==> config.mk <==
export PLATFORM = sky130hd
export DESIGN_NAME = kahn_topological_sort
export DESIGN_NICKNAME = d
export VERILOG_FILES = /design/src/rtl/kts_pkg.sv /design/src/rtl/kts_adj_mem.sv /design/src/rtl/kts_deg_lanes.sv /design/src/rtl/kahn_topological_sort.sv
export SDC_FILE = /design/constraint.sdc
export NUM_CORES = 2
export LEC_CHECK = 0
export BUFFER_PORTS_ARGS = -buffer_cell sky130_fd_sc_hd__buf_4
export CAP_MARGIN = 5
export CELL_PAD_IN_SITES_DETAIL_PLACEMENT = 1
export CELL_PAD_IN_SITES_GLOBAL_PLACEMENT = 1
export CORE_MARGIN = 2
export CORE_UTILIZATION = 37
export DETAILED_ROUTE_END_ITERATION = 8
export GPL_ROUTABILITY_DRIVEN = 0
export GPL_TIMING_DRIVEN = 0
export PLACE_DENSITY_LB_ADDON = 0.1
export SLEW_MARGIN = 20
export SYNTH_ARGS = -nofsm -noshare
export SYNTH_HDL_FRONTEND = slang
export SYNTH_HIERARCHICAL = 1
export SYNTH_SLANG_ARGS = --single-unit
==> constraint.sdc <==
create_clock -name clk -period 6.8 [get_ports clk]
set_input_delay 0.34 -clock clk [delete_from_list [all_inputs] [get_ports clk]]
set_output_delay 0.34 -clock clk [all_outputs]
set_load 0.01 [all_outputs]
==> src/rtl/kts_pkg.sv <==
// shared types and constants for the topological sort engine
package kts_pkg;

    localparam int MAX_VERTICES_DEF = 32;
    localparam int VTX_W = 5;
    localparam int CNT_W = 6;
    localparam int CMD_W = 2;

    localparam logic [CMD_W-1:0] CMD_CLEAR = 2'd0;
    localparam logic [CMD_W-1:0] CMD_ADD   = 2'd1;
    localparam logic [CMD_W-1:0] CMD_SORT  = 2'd2;

    typedef struct packed {
        logic [CMD_W-1:0] cmd;
        logic [VTX_W-1:0] parent_vertex;
        logic [VTX_W-1:0] child_vertex;
    } cmd_item_t;

    typedef struct packed {
        logic             is_summary;
        logic [VTX_W-1:0] vertex_index;
        logic [CNT_W-1:0] sorted_count;
        logic             acyclic;
        logic             last;
    } res_item_t;

    typedef struct packed {
        logic rd_en;
        logic wr_en;
        logic clear;
    } adj_ctrl_t;

    typedef enum logic [1:0] {
        LANE_HOLD,
        LANE_CLEAR,
        LANE_ACCUM,
        LANE_DECR
    } lane_op_t;

endpackage

==> src/rtl/kts_adj_mem.sv <==
// adjacency matrix memory with per-row valid bits, so one clear empties every row at once
module kts_adj_mem #(
    parameter int MAX_VERTICES = kts_pkg::MAX_VERTICES_DEF
) (
    input  logic                              clk,
    input  logic                              rst_n,
    input  kts_pkg::adj_ctrl_t                ctrl,
    input  logic [$clog2(MAX_VERTICES)-1:0]   rd_addr,
    input  logic [$clog2(MAX_VERTICES)-1:0]   wr_addr,
    input  logic [MAX_VERTICES-1:0]           wr_row,
    output logic [MAX_VERTICES-1:0]           rd_row
);
    import kts_pkg::*;

    logic [MAX_VERTICES-1:0] row_mem [MAX_VERTICES];
    logic [MAX_VERTICES-1:0] rd_data_reg;
    logic [MAX_VERTICES-1:0] row_valid_reg;
    logic                    rd_valid_reg;

    always_ff @(posedge clk)
    begin
        if (ctrl.wr_en)
        begin
            row_mem[wr_addr] <= wr_row;
        end
        if (ctrl.rd_en)
        begin
            rd_data_reg <= row_mem[rd_addr];
        end
    end

    always_ff @(posedge clk or negedge rst_n)
    begin
        if (!rst_n)
        begin
            row_valid_reg <= '0;
            rd_valid_reg  <= 1'b0;
        end
        else
        begin
            if (ctrl.clear)
            begin
                row_valid_reg <= '0;
            end
            else if (ctrl.wr_en)
            begin
                row_valid_reg[wr_addr] <= 1'b1;
            end
            if (ctrl.rd_en)
            begin
                rd_valid_reg <= row_valid_reg[rd_addr];
            end
        end
    end

    // a row never written since the last clear reads as empty
    assign rd_row = rd_valid_reg ? rd_data_reg : '0;

endmodule

==> src/rtl/kts_deg_lanes.sv <==
// in-degree counters, one lane per vertex, updated in parallel
module kts_deg_lanes #(
    parameter int MAX_VERTICES = kts_pkg::MAX_VERTICES_DEF
) (
    input  logic                    clk,
    input  kts_pkg::lane_op_t       op,
    input  logic [MAX_VERTICES-1:0] row,
    output logic [MAX_VERTICES-1:0] zero_mask,
    output logic [MAX_VERTICES-1:0] one_mask
);
    import kts_pkg::*;

    localparam int CW = $clog2(MAX_VERTICES + 1);

    logic [CW-1:0] deg_reg [MAX_VERTICES];

    always_ff @(posedge clk)
    begin
        for (int v = 0; v < MAX_VERTICES; v++)
        begin
            unique case (op)
                LANE_CLEAR: deg_reg[v] <= '0;
                LANE_ACCUM: deg_reg[v] <= deg_reg[v] + CW'(row[v]);
                LANE_DECR:
                begin
                    if (row[v] && deg_reg[v] != '0)
                    begin
                        deg_reg[v] <= deg_reg[v] - CW'(1);
                    end
                end
                default: deg_reg[v] <= deg_reg[v];
            endcase
        end
    end

    always_comb
    begin
        for (int v = 0; v < MAX_VERTICES; v++)
        begin
            zero_mask[v] = (deg_reg[v] == '0);
            one_mask[v]  = (deg_reg[v] == CW'(1));
        end
    end

endmodule

==> src/rtl/kahn_topological_sort.sv <==
// kahn topological sort engine: adjacency memory, in-degree lanes, ready queue
// clear drops every row at once; add edge is a read-modify-write of one matrix row
// sort of n vertices: in-degree counting first (one row read per cycle),
// then push ready vertices, pop, emit and scan each row, and emit a summary;
// emits wait for res_ready; one command at a time (cmd_ready only in idle)
// reset clears the graph, vertex_count and all control state; no clearing pass
module kahn_topological_sort #(
    parameter int MAX_VERTICES = kts_pkg::MAX_VERTICES_DEF
) (
    input  logic                       clk,
    input  logic                       rst_n,
    input  logic                       cmd_valid,
    output logic                       cmd_ready,
    input  kts_pkg::cmd_item_t         cmd_data,
    output logic                       res_valid,
    input  logic                       res_ready,
    output kts_pkg::res_item_t         res_data,
    input  logic                       cfg_wr_en,
    input  logic [kts_pkg::CNT_W-1:0]  cfg_wr_data
);
    import kts_pkg::*;

    localparam int VW = $clog2(MAX_VERTICES);
    localparam int CW = $clog2(MAX_VERTICES + 1);

    typedef enum logic [2:0] {
        ST_IDLE,
        ST_ADD,
        ST_CNT,
        ST_DRAIN,
        ST_FETCH,
        ST_SCAN,
        ST_SUM
    } state_t;

    // lowest set bit, used to enqueue ready vertices in ascending order
    function automatic logic [VW-1:0] lowest_set(input logic [MAX_VERTICES-1:0] vec);
        logic [VW-1:0] idx;
        idx = '0;
        for (int i = MAX_VERTICES - 1; i >= 0; i--)
        begin
            if (vec[i])
            begin
                idx = VW'(i);
            end
        end
        return idx;
    endfunction

    state_t                  state_reg, state_next;
    logic [CNT_W-1:0]        vcount_reg;
    logic [CW-1:0]           nv_reg, nv_next;
    logic [CW-1:0]           idx_reg, idx_next;
    logic                    acc_reg, acc_next;
    logic [CW-1:0]           head_reg, head_next;
    logic [CW-1:0]           tail_reg, tail_next;
    logic [CW-1:0]           sorted_reg, sorted_next;
    logic [MAX_VERTICES-1:0] pend_reg, pend_next;
    logic [VW-1:0]           erow_reg, erow_next;
    logic [VW-1:0]           ecol_reg, ecol_next;
    logic                    out_valid_reg, out_valid_next;
    res_item_t               out_reg, out_next;

    // adjacency memory and lanes interface
    adj_ctrl_t               adj_ctrl;
    logic [VW-1:0]           adj_rd_addr;
    logic [MAX_VERTICES-1:0] adj_wr_row;
    logic [MAX_VERTICES-1:0] adj_row;
    lane_op_t                lane_op;
    logic [MAX_VERTICES-1:0] lane_row;
    logic [MAX_VERTICES-1:0] zero_mask;
    logic [MAX_VERTICES-1:0] one_mask;

    // ready queue memory
    logic [VW-1:0]           queue_mem [MAX_VERTICES];
    logic [VW-1:0]           q_rd_reg;
    logic                    q_wr_en;
    logic                    q_rd_en;
    logic [VW-1:0]           q_wr_data;

    logic [MAX_VERTICES-1:0] nv_mask;
    logic                    out_free;
    logic                    p_ok;
    logic                    c_ok;
    logic [CW-1:0]           nv_sat;
    logic [VW-1:0]           pick;

    kts_adj_mem #(
        .MAX_VERTICES (MAX_VERTICES)
    ) u_adj_mem (
        .clk     (clk),
        .rst_n   (rst_n),
        .ctrl    (adj_ctrl),
        .rd_addr (adj_rd_addr),
        .wr_addr (erow_reg),
        .wr_row  (adj_wr_row),
        .rd_row  (adj_row)
    );

    kts_deg_lanes #(
        .MAX_VERTICES (MAX_VERTICES)
    ) u_deg_lanes (
        .clk       (clk),
        .op        (lane_op),
        .row       (lane_row),
        .zero_mask (zero_mask),
        .one_mask  (one_mask)
    );

    // queue: one write at the tail, one registered read at the head
    always_ff @(posedge clk)
    begin
        if (q_wr_en)
        begin
            queue_mem[tail_reg[VW-1:0]] <= q_wr_data;
        end
        if (q_rd_en)
        begin
            q_rd_reg <= queue_mem[head_reg[VW-1:0]];
        end
    end

    // only vertices below the effective count take part
    always_comb
    begin
        for (int v = 0; v < MAX_VERTICES; v++)
        begin
            nv_mask[v] = (v < int'(nv_reg));
        end
    end

    assign lane_row   = adj_row & nv_mask;
    assign adj_wr_row = adj_row | ({{(MAX_VERTICES-1){1'b0}}, 1'b1} << ecol_reg);
    assign pick       = lowest_set(pend_reg);
    assign q_wr_data  = pick;
    assign out_free   = !out_valid_reg || res_ready;
    assign p_ok       = (int'(cmd_data.parent_vertex) < MAX_VERTICES);
    assign c_ok       = (int'(cmd_data.child_vertex) < MAX_VERTICES);
    assign nv_sat     = (int'(vcount_reg) > MAX_VERTICES) ? CW'(MAX_VERTICES)
                                                          : CW'(vcount_reg);

    assign cmd_ready  = (state_reg == ST_IDLE);
    assign res_valid  = out_valid_reg;
    assign res_data   = out_reg;

    always_comb
    begin
        state_next     = state_reg;
        nv_next        = nv_reg;
        idx_next       = idx_reg;
        acc_next       = acc_reg;
        head_next      = head_reg;
        tail_next      = tail_reg;
        sorted_next    = sorted_reg;
        pend_next      = pend_reg;
        erow_next      = erow_reg;
        ecol_next      = ecol_reg;
        out_valid_next = out_valid_reg && !res_ready;
        out_next       = out_reg;
        adj_ctrl       = '0;
        adj_rd_addr    = idx_reg[VW-1:0];
        lane_op        = LANE_HOLD;
        q_wr_en        = 1'b0;
        q_rd_en        = 1'b0;

        unique case (state_reg)
            ST_IDLE:
            begin
                if (cmd_valid)
                begin
                    case (cmd_data.cmd)
                        CMD_CLEAR:
                        begin
                            adj_ctrl.clear = 1'b1;
                        end
                        CMD_ADD:
                        begin
                            // out-of-range endpoints drop the edge
                            if (p_ok && c_ok)
                            begin
                                adj_ctrl.rd_en = 1'b1;
                                adj_rd_addr    = VW'(cmd_data.parent_vertex);
                                erow_next      = VW'(cmd_data.parent_vertex);
                                ecol_next      = VW'(cmd_data.child_vertex);
                                state_next     = ST_ADD;
                            end
                        end
                        CMD_SORT:
                        begin
                            nv_next     = nv_sat;
                            lane_op     = LANE_CLEAR;
                            idx_next    = '0;
                            acc_next    = 1'b0;
                            head_next   = '0;
                            tail_next   = '0;
                            sorted_next = '0;
                            state_next  = ST_CNT;
                        end
                        default:
                        begin
                            state_next = ST_IDLE;
                        end
                    endcase
                end
            end

            ST_ADD:
            begin
                // row read last cycle comes back now; set the bit and write it back
                adj_ctrl.wr_en = 1'b1;
                state_next     = ST_IDLE;
            end

            ST_CNT:
            begin
                // pipelined row reads, each returned row adds into every lane
                if (acc_reg)
                begin
                    lane_op = LANE_ACCUM;
                end
                if (idx_reg < nv_reg)
                begin
                    adj_ctrl.rd_en = 1'b1;
                    idx_next       = idx_reg + CW'(1);
                    acc_next       = 1'b1;
                end
                else
                begin
                    acc_next = 1'b0;
                    if (!acc_reg)
                    begin
                        pend_next  = zero_mask & nv_mask;
                        state_next = ST_DRAIN;
                    end
                end
            end

            ST_DRAIN:
            begin
                // push pending ready vertices one per beat, then pop the head
                if (pend_reg != '0)
                begin
                    q_wr_en   = 1'b1;
                    tail_next = tail_reg + CW'(1);
                    pend_next = pend_reg & ~({{(MAX_VERTICES-1){1'b0}}, 1'b1} << pick);
                end
                else if (head_reg < tail_reg)
                begin
                    q_rd_en    = 1'b1;
                    head_next  = head_reg + CW'(1);
                    state_next = ST_FETCH;
                end
                else
                begin
                    state_next = ST_SUM;
                end
            end

            ST_FETCH:
            begin
                // emit the dequeued vertex and fetch its successor row
                if (out_free)
                begin
                    out_valid_next       = 1'b1;
                    out_next             = '0;
                    out_next.vertex_index = VTX_W'(q_rd_reg);
                    sorted_next          = sorted_reg + CW'(1);
                    adj_ctrl.rd_en       = 1'b1;
                    adj_rd_addr          = q_rd_reg;
                    state_next           = ST_SCAN;
                end
            end

            ST_SCAN:
            begin
                // successors at degree one become ready this step
                lane_op    = LANE_DECR;
                pend_next  = lane_row & one_mask;
                state_next = ST_DRAIN;
            end

            ST_SUM:
            begin
                if (out_free)
                begin
                    out_valid_next      = 1'b1;
                    out_next            = '0;
                    out_next.is_summary = 1'b1;
                    out_next.sorted_count = CNT_W'(sorted_reg);
                    out_next.acyclic    = (sorted_reg == nv_reg);
                    out_next.last       = 1'b1;
                    state_next          = ST_IDLE;
                end
            end

            default:
            begin
                state_next = ST_IDLE;
            end
        endcase
    end

    always_ff @(posedge clk or negedge rst_n)
    begin
        if (!rst_n)
        begin
            state_reg     <= ST_IDLE;
            vcount_reg    <= '0;
            nv_reg        <= '0;
            idx_reg       <= '0;
            acc_reg       <= 1'b0;
            head_reg      <= '0;
            tail_reg      <= '0;
            sorted_reg    <= '0;
            pend_reg      <= '0;
            out_valid_reg <= 1'b0;
        end
        else
        begin
            state_reg     <= state_next;
            if (cfg_wr_en)
            begin
                vcount_reg <= cfg_wr_data;
            end
            nv_reg        <= nv_next;
            idx_reg       <= idx_next;
            acc_reg       <= acc_next;
            head_reg      <= head_next;
            tail_reg      <= tail_next;
            sorted_reg    <= sorted_next;
            pend_reg      <= pend_next;
            out_valid_reg <= out_valid_next;
        end
    end

    // payload registers, no reset
    always_ff @(posedge clk)
    begin
        erow_reg <= erow_next;
        ecol_reg <= ecol_next;
        out_reg  <= out_next;
    end

`ifndef SYNTHESIS
    a_head_le_tail: assert property (@(posedge clk) disable iff (!rst_n)
        head_reg <= tail_reg)
        else $error("queue head passed tail");

    a_sorted_tracks_head: assert property (@(posedge clk) disable iff (!rst_n)
        (state_reg == ST_DRAIN || state_reg == ST_SUM) |-> sorted_reg == head_reg)
        else $error("emitted count differs from dequeued count");

    a_tail_bounded: assert property (@(posedge clk) disable iff (!rst_n)
        state_reg != ST_IDLE |-> tail_reg <= nv_reg)
        else $error("more vertices queued than take part in the sort");
`endif

endmodule
==> metrics.md <==
| Metric | Value |
|---|---|
| Run status | completed |
| Number of detailed-route iterations in the first pass | 5 |
| Setup repair after global routing missed its margin | no |
| Most repeated library cell on the critical path | clkbuf_1 |
| Maximum number of pins on one net before global-route repair | 55 |
| Arithmetic-cell share of the synthesized area counting full adders, half adders and majority gates | 3.22% |
| Worst Hold Class | input pin to asynchronous set/reset pin |
| Clk root buf | clkbuf_16 |
| Clock Sink Count | 1,542 |
| Cts repair resizes | 0 |
| Data arrival time of the critical path | 6740 ps |
| CTS Buffer Depth | 3 |
| CTS tree | done |
| Endpoint class of the critical path | flop |
| Iter 0 DRT Violations | 2,822 |
| Clock transition at path regs | 60 ps |
| Share of post-route cells with drive strength above 1 | 20.3% |
| Synth top area cells | edfxtp_1 62%, mux4_2 12%, dfrtp_1 3.8% |
| Routed length per instance | 28.4 microns |
| Via density per instance | 5.50 |
| Post-Synth Simple-Gate Area | 7.80% |
| Number of pins exceeding their max-slew limit in the final report | 0 |
| Most repeated cell in the gate-level netlist after synthesis | edfxtp_1 |
| Netlist area before placement | 69,900 sq um |
| Total of endpoints with negative setup slack in the final report | 0 |
| CP cell instances | clkbuf_1, nor2b_1, clkbuf_1, nand2_1, nor2_1, clkbuf_1, a22oi_1, nand2_1, clkbuf_2, clkbuf_1, clkbuf_1, mux4_2, mux4_2, mux2_2 |
| Placed Instances | 7,003 |
| Placement-stage cell area | 75,700 sq um |
| Later-pin clock latency in the skew report | 830 ps |
| Compound-gate portion of the synthesized area | 5.29% |
| Vias after detailed routing | 40,426 |
| Die Outline Area | 192,000 sq um |
| Total number of yosys warnings | 6 |
| Netlist cell types | 93 |
| Slew at the pin closest to its max-slew limit | 1200 ps |
| Overall die height | 439 microns |
| Dominant synthesized flop cell | edfxtp_1 |
| CTS H-tree depth | 4 |
| Row cnt | 159 |
| Worst slew slack as a fraction of its limit | 20.1% |
| Footprint of the flip-flops and latches | 45,800 sq um |
| Number of non-filler instances in the completed layout | 7,353 |
| Final global-route overflow total | 0 |
| Max-cap violations | 0 |
| Ys async rst share | 6.87% |
| Fmax | 162 MHz |
| Main combinational cell family by area after synthesis | multiplexers |
| Syn_nets | 4,590 |
| Portion of the post-synthesis area used by sequential elements | 65.5% |
| Number of top-level pins | 39 |
| Period minus WS final | 6180 ps |
| Initial core utilization | 37.2% |
| Post-detail-place hpwl | 146,000 microns |
| Post-synthesis instance total | 4,387 |
| Ranking of synthesized cells by instance count | 1,436 x edfxtp_1, 370 x mux4_2, 268 x nor2_1, 259 x nand2_1, 180 x ha_1 |
| Post-route DRC violation count | 0 |
| Flip-flop and latch count after synthesis | 1,542 |
| Core area | 188,000 sq um |
| Maximum fanout count along the critical path | 10 |
| Global Route Usage Sum | 21.9% |
| Worst-case vdd ir drop | 483 uV |
| Slowest CP cell | clkbuf_1 |
| Leak Pwr | 26.6 nW |
| Residual antenna-violating net count after detailed routing | 0 |
| Multiplexer fraction of the synthesized cell area | 13.2% |
| Type of origin of the critical path | flop |
| Cell area after layout | 81,500 sq um |
| # nets final | 4,912 |
| Post-layout power | 36.9 mW |
| First-pass GRT wire length | 304,000 microns |
| Final setup skew | 45.0 ps |
| Data required time at the worst endpoint | 7360 ps |
| Worst path top cell family by delay | buffers and inverters |
| Number of failing hold endpoints at the final stage | 0 |
| Setup CP Type | flop to flop |
| Xor/xnor cell area share of the yosys netlist | 2.83% |
| Slowest cell delay on critical path | 840 ps |
| Multi-input combinational cell area | 23,000 sq um |
| Total of buffers placed on input and output ports | 37 |
| Syn_area_per_cell | 15.9 sq um |
| Final worst-path cycle share | 90.9% |
| Power density over the cells | 453 nW/um^2 |
| Die width | 439 microns |
| Top cell type's share of synthesized area | 61.7% |
| Area overhead of the layout relative to synthesis | 16.5% |
| TritonCTS Buffers | 172 |
| Library cell with the largest summed area after synthesis | edfxtp_1 |
| Initial antenna violation count | 16 |
| Number of global-route vias before repair | 42,830 |
| Max reg flops | 1,024 |
| Fillers | 18,432 |
| Post-synth EDFFs | 1,436 |
| Worst Path Buf+Inv | 6 |
| Wirelength, routed | 209,000 microns |
[layout make-up]
type                    count  share of cell area (%)
repair buffers            148                    3.03
clock buffers             207                    5.50
multi-input cells        2483                    28.3
plain buffers             258                    1.41
well taps                2495                    3.83
diodes                     10                  0.0307
clock inverters           106                    1.25
inverters                 104                   0.479
flip-flops and latches   1542                    56.2
[per-stage QoR]
stage               utilization, %  setup slack, ps  TNS [ps]  hold slack [ps]
finish                        43.4              622         0             61.9
global route                  43.4              373         0             64.7
CTS                           43.4              611         0             20.0
detailed placement            40.3              635         0              303
global placement              39.0            -1890    -59090              479
floorplan                        -             2200         0             44.4
[where the power goes]
part           total [mW]  internal (mW)  switching [mW]
registers            13.7           13.2           0.537
logic                14.0           4.92            9.08
clock network        9.19           5.21            3.97
total                36.9           23.3            13.6
[per-layer routing]
layer | global-route usage (%) | vias up | part of all wire [%]
li1 | - | 17907 | -
met1 | 28.1 | 21400 | 42
met2 | 37.8 | 805 | 51
met3 | 3.86 | 306 | 4.6
met4 | 6.48 | 8 | 2.9
met5 | 0 | - | 0.026
[logic make-up (layout without fill, tap and decap cells)]
kind of cell	count (synthesis)	after routing
buf+inv	362	823
other cells	0	10
fa+ha+maj	180	180
xor+xnor	226	226
compound gates	544	544
flops	1542	1542
mux	453	453
simple gates	1080	1080
[worst register-to-register path: stages (launching register included)]
cell,delay [ps]
dfrtp_1,410
clkbuf_1,350
nor2b_1,180
clkbuf_1,310
nand2_1,180
nor2_1,280
clkbuf_1,340
a22oi_1,190
nand2_1,100
clkbuf_2,470
clkbuf_1,870
clkbuf_1,810
mux4_2,470
mux4_2,600
mux2_2,370
[what timing repair did]
item | 4_1_cts | 5_1_grt
endpoints found under the hold margin | 131 | 0
hold buffers | 27 | 0
buffers inserted | 0 | 0
[worst paths after layout]
kind | start | endpoint | slack [ps] | cells past startpoint
max in group asynchronous | rst_n | pend_reg[4]$_DFFE_PN0P_ | 6020 | 3
min in group clk | cmd_valid | erow_reg[4]$_DFFE_PP_ | 210 | 4
max reg2reg | state_reg[2]$_DFFE_PN0P_ | u_adj_mem/rd_data_reg[15]$_DFFE_PP_ | 620 | 14
min | rst_n | vcount_reg[1]$_DFFE_PN0P_ | 60 | 2
max | state_reg[2]$_DFFE_PN0P_ | u_adj_mem/rd_data_reg[15]$_DFFE_PP_ | 620 | 14
min reg2reg | u_adj_mem/row_valid_reg[1]$_DFFE_PN0P_ | u_adj_mem/row_valid_reg[1]$_DFFE_PN0P_ | 490 | 2
[placed cells by master, fill, tap and decap left out, types with 33 or more instances in the layout]
cell       instances
nor2_4            33
clkinv_2          37
and2_1           115
mux2i_1           37
mux4_2           370
nor4_1            38
nor3_1            50
buf_2             73
xor2_1            87
nor2_1           235
edfxtp_1        1436
o21ai_0          114
clkbuf_16        174
buf_4             42
buf_16            43
nand3_1          154
inv_1            102
clkbuf_1         184
a21o_1            43
mux2_2            46
nand2_1          258
xnor2_1          139
clkinv_1          37
ha_1             180
dfrtp_1          106
o22ai_1           88
a21oi_1           78
No activity file was read; power rests on OpenSTA's default activity.
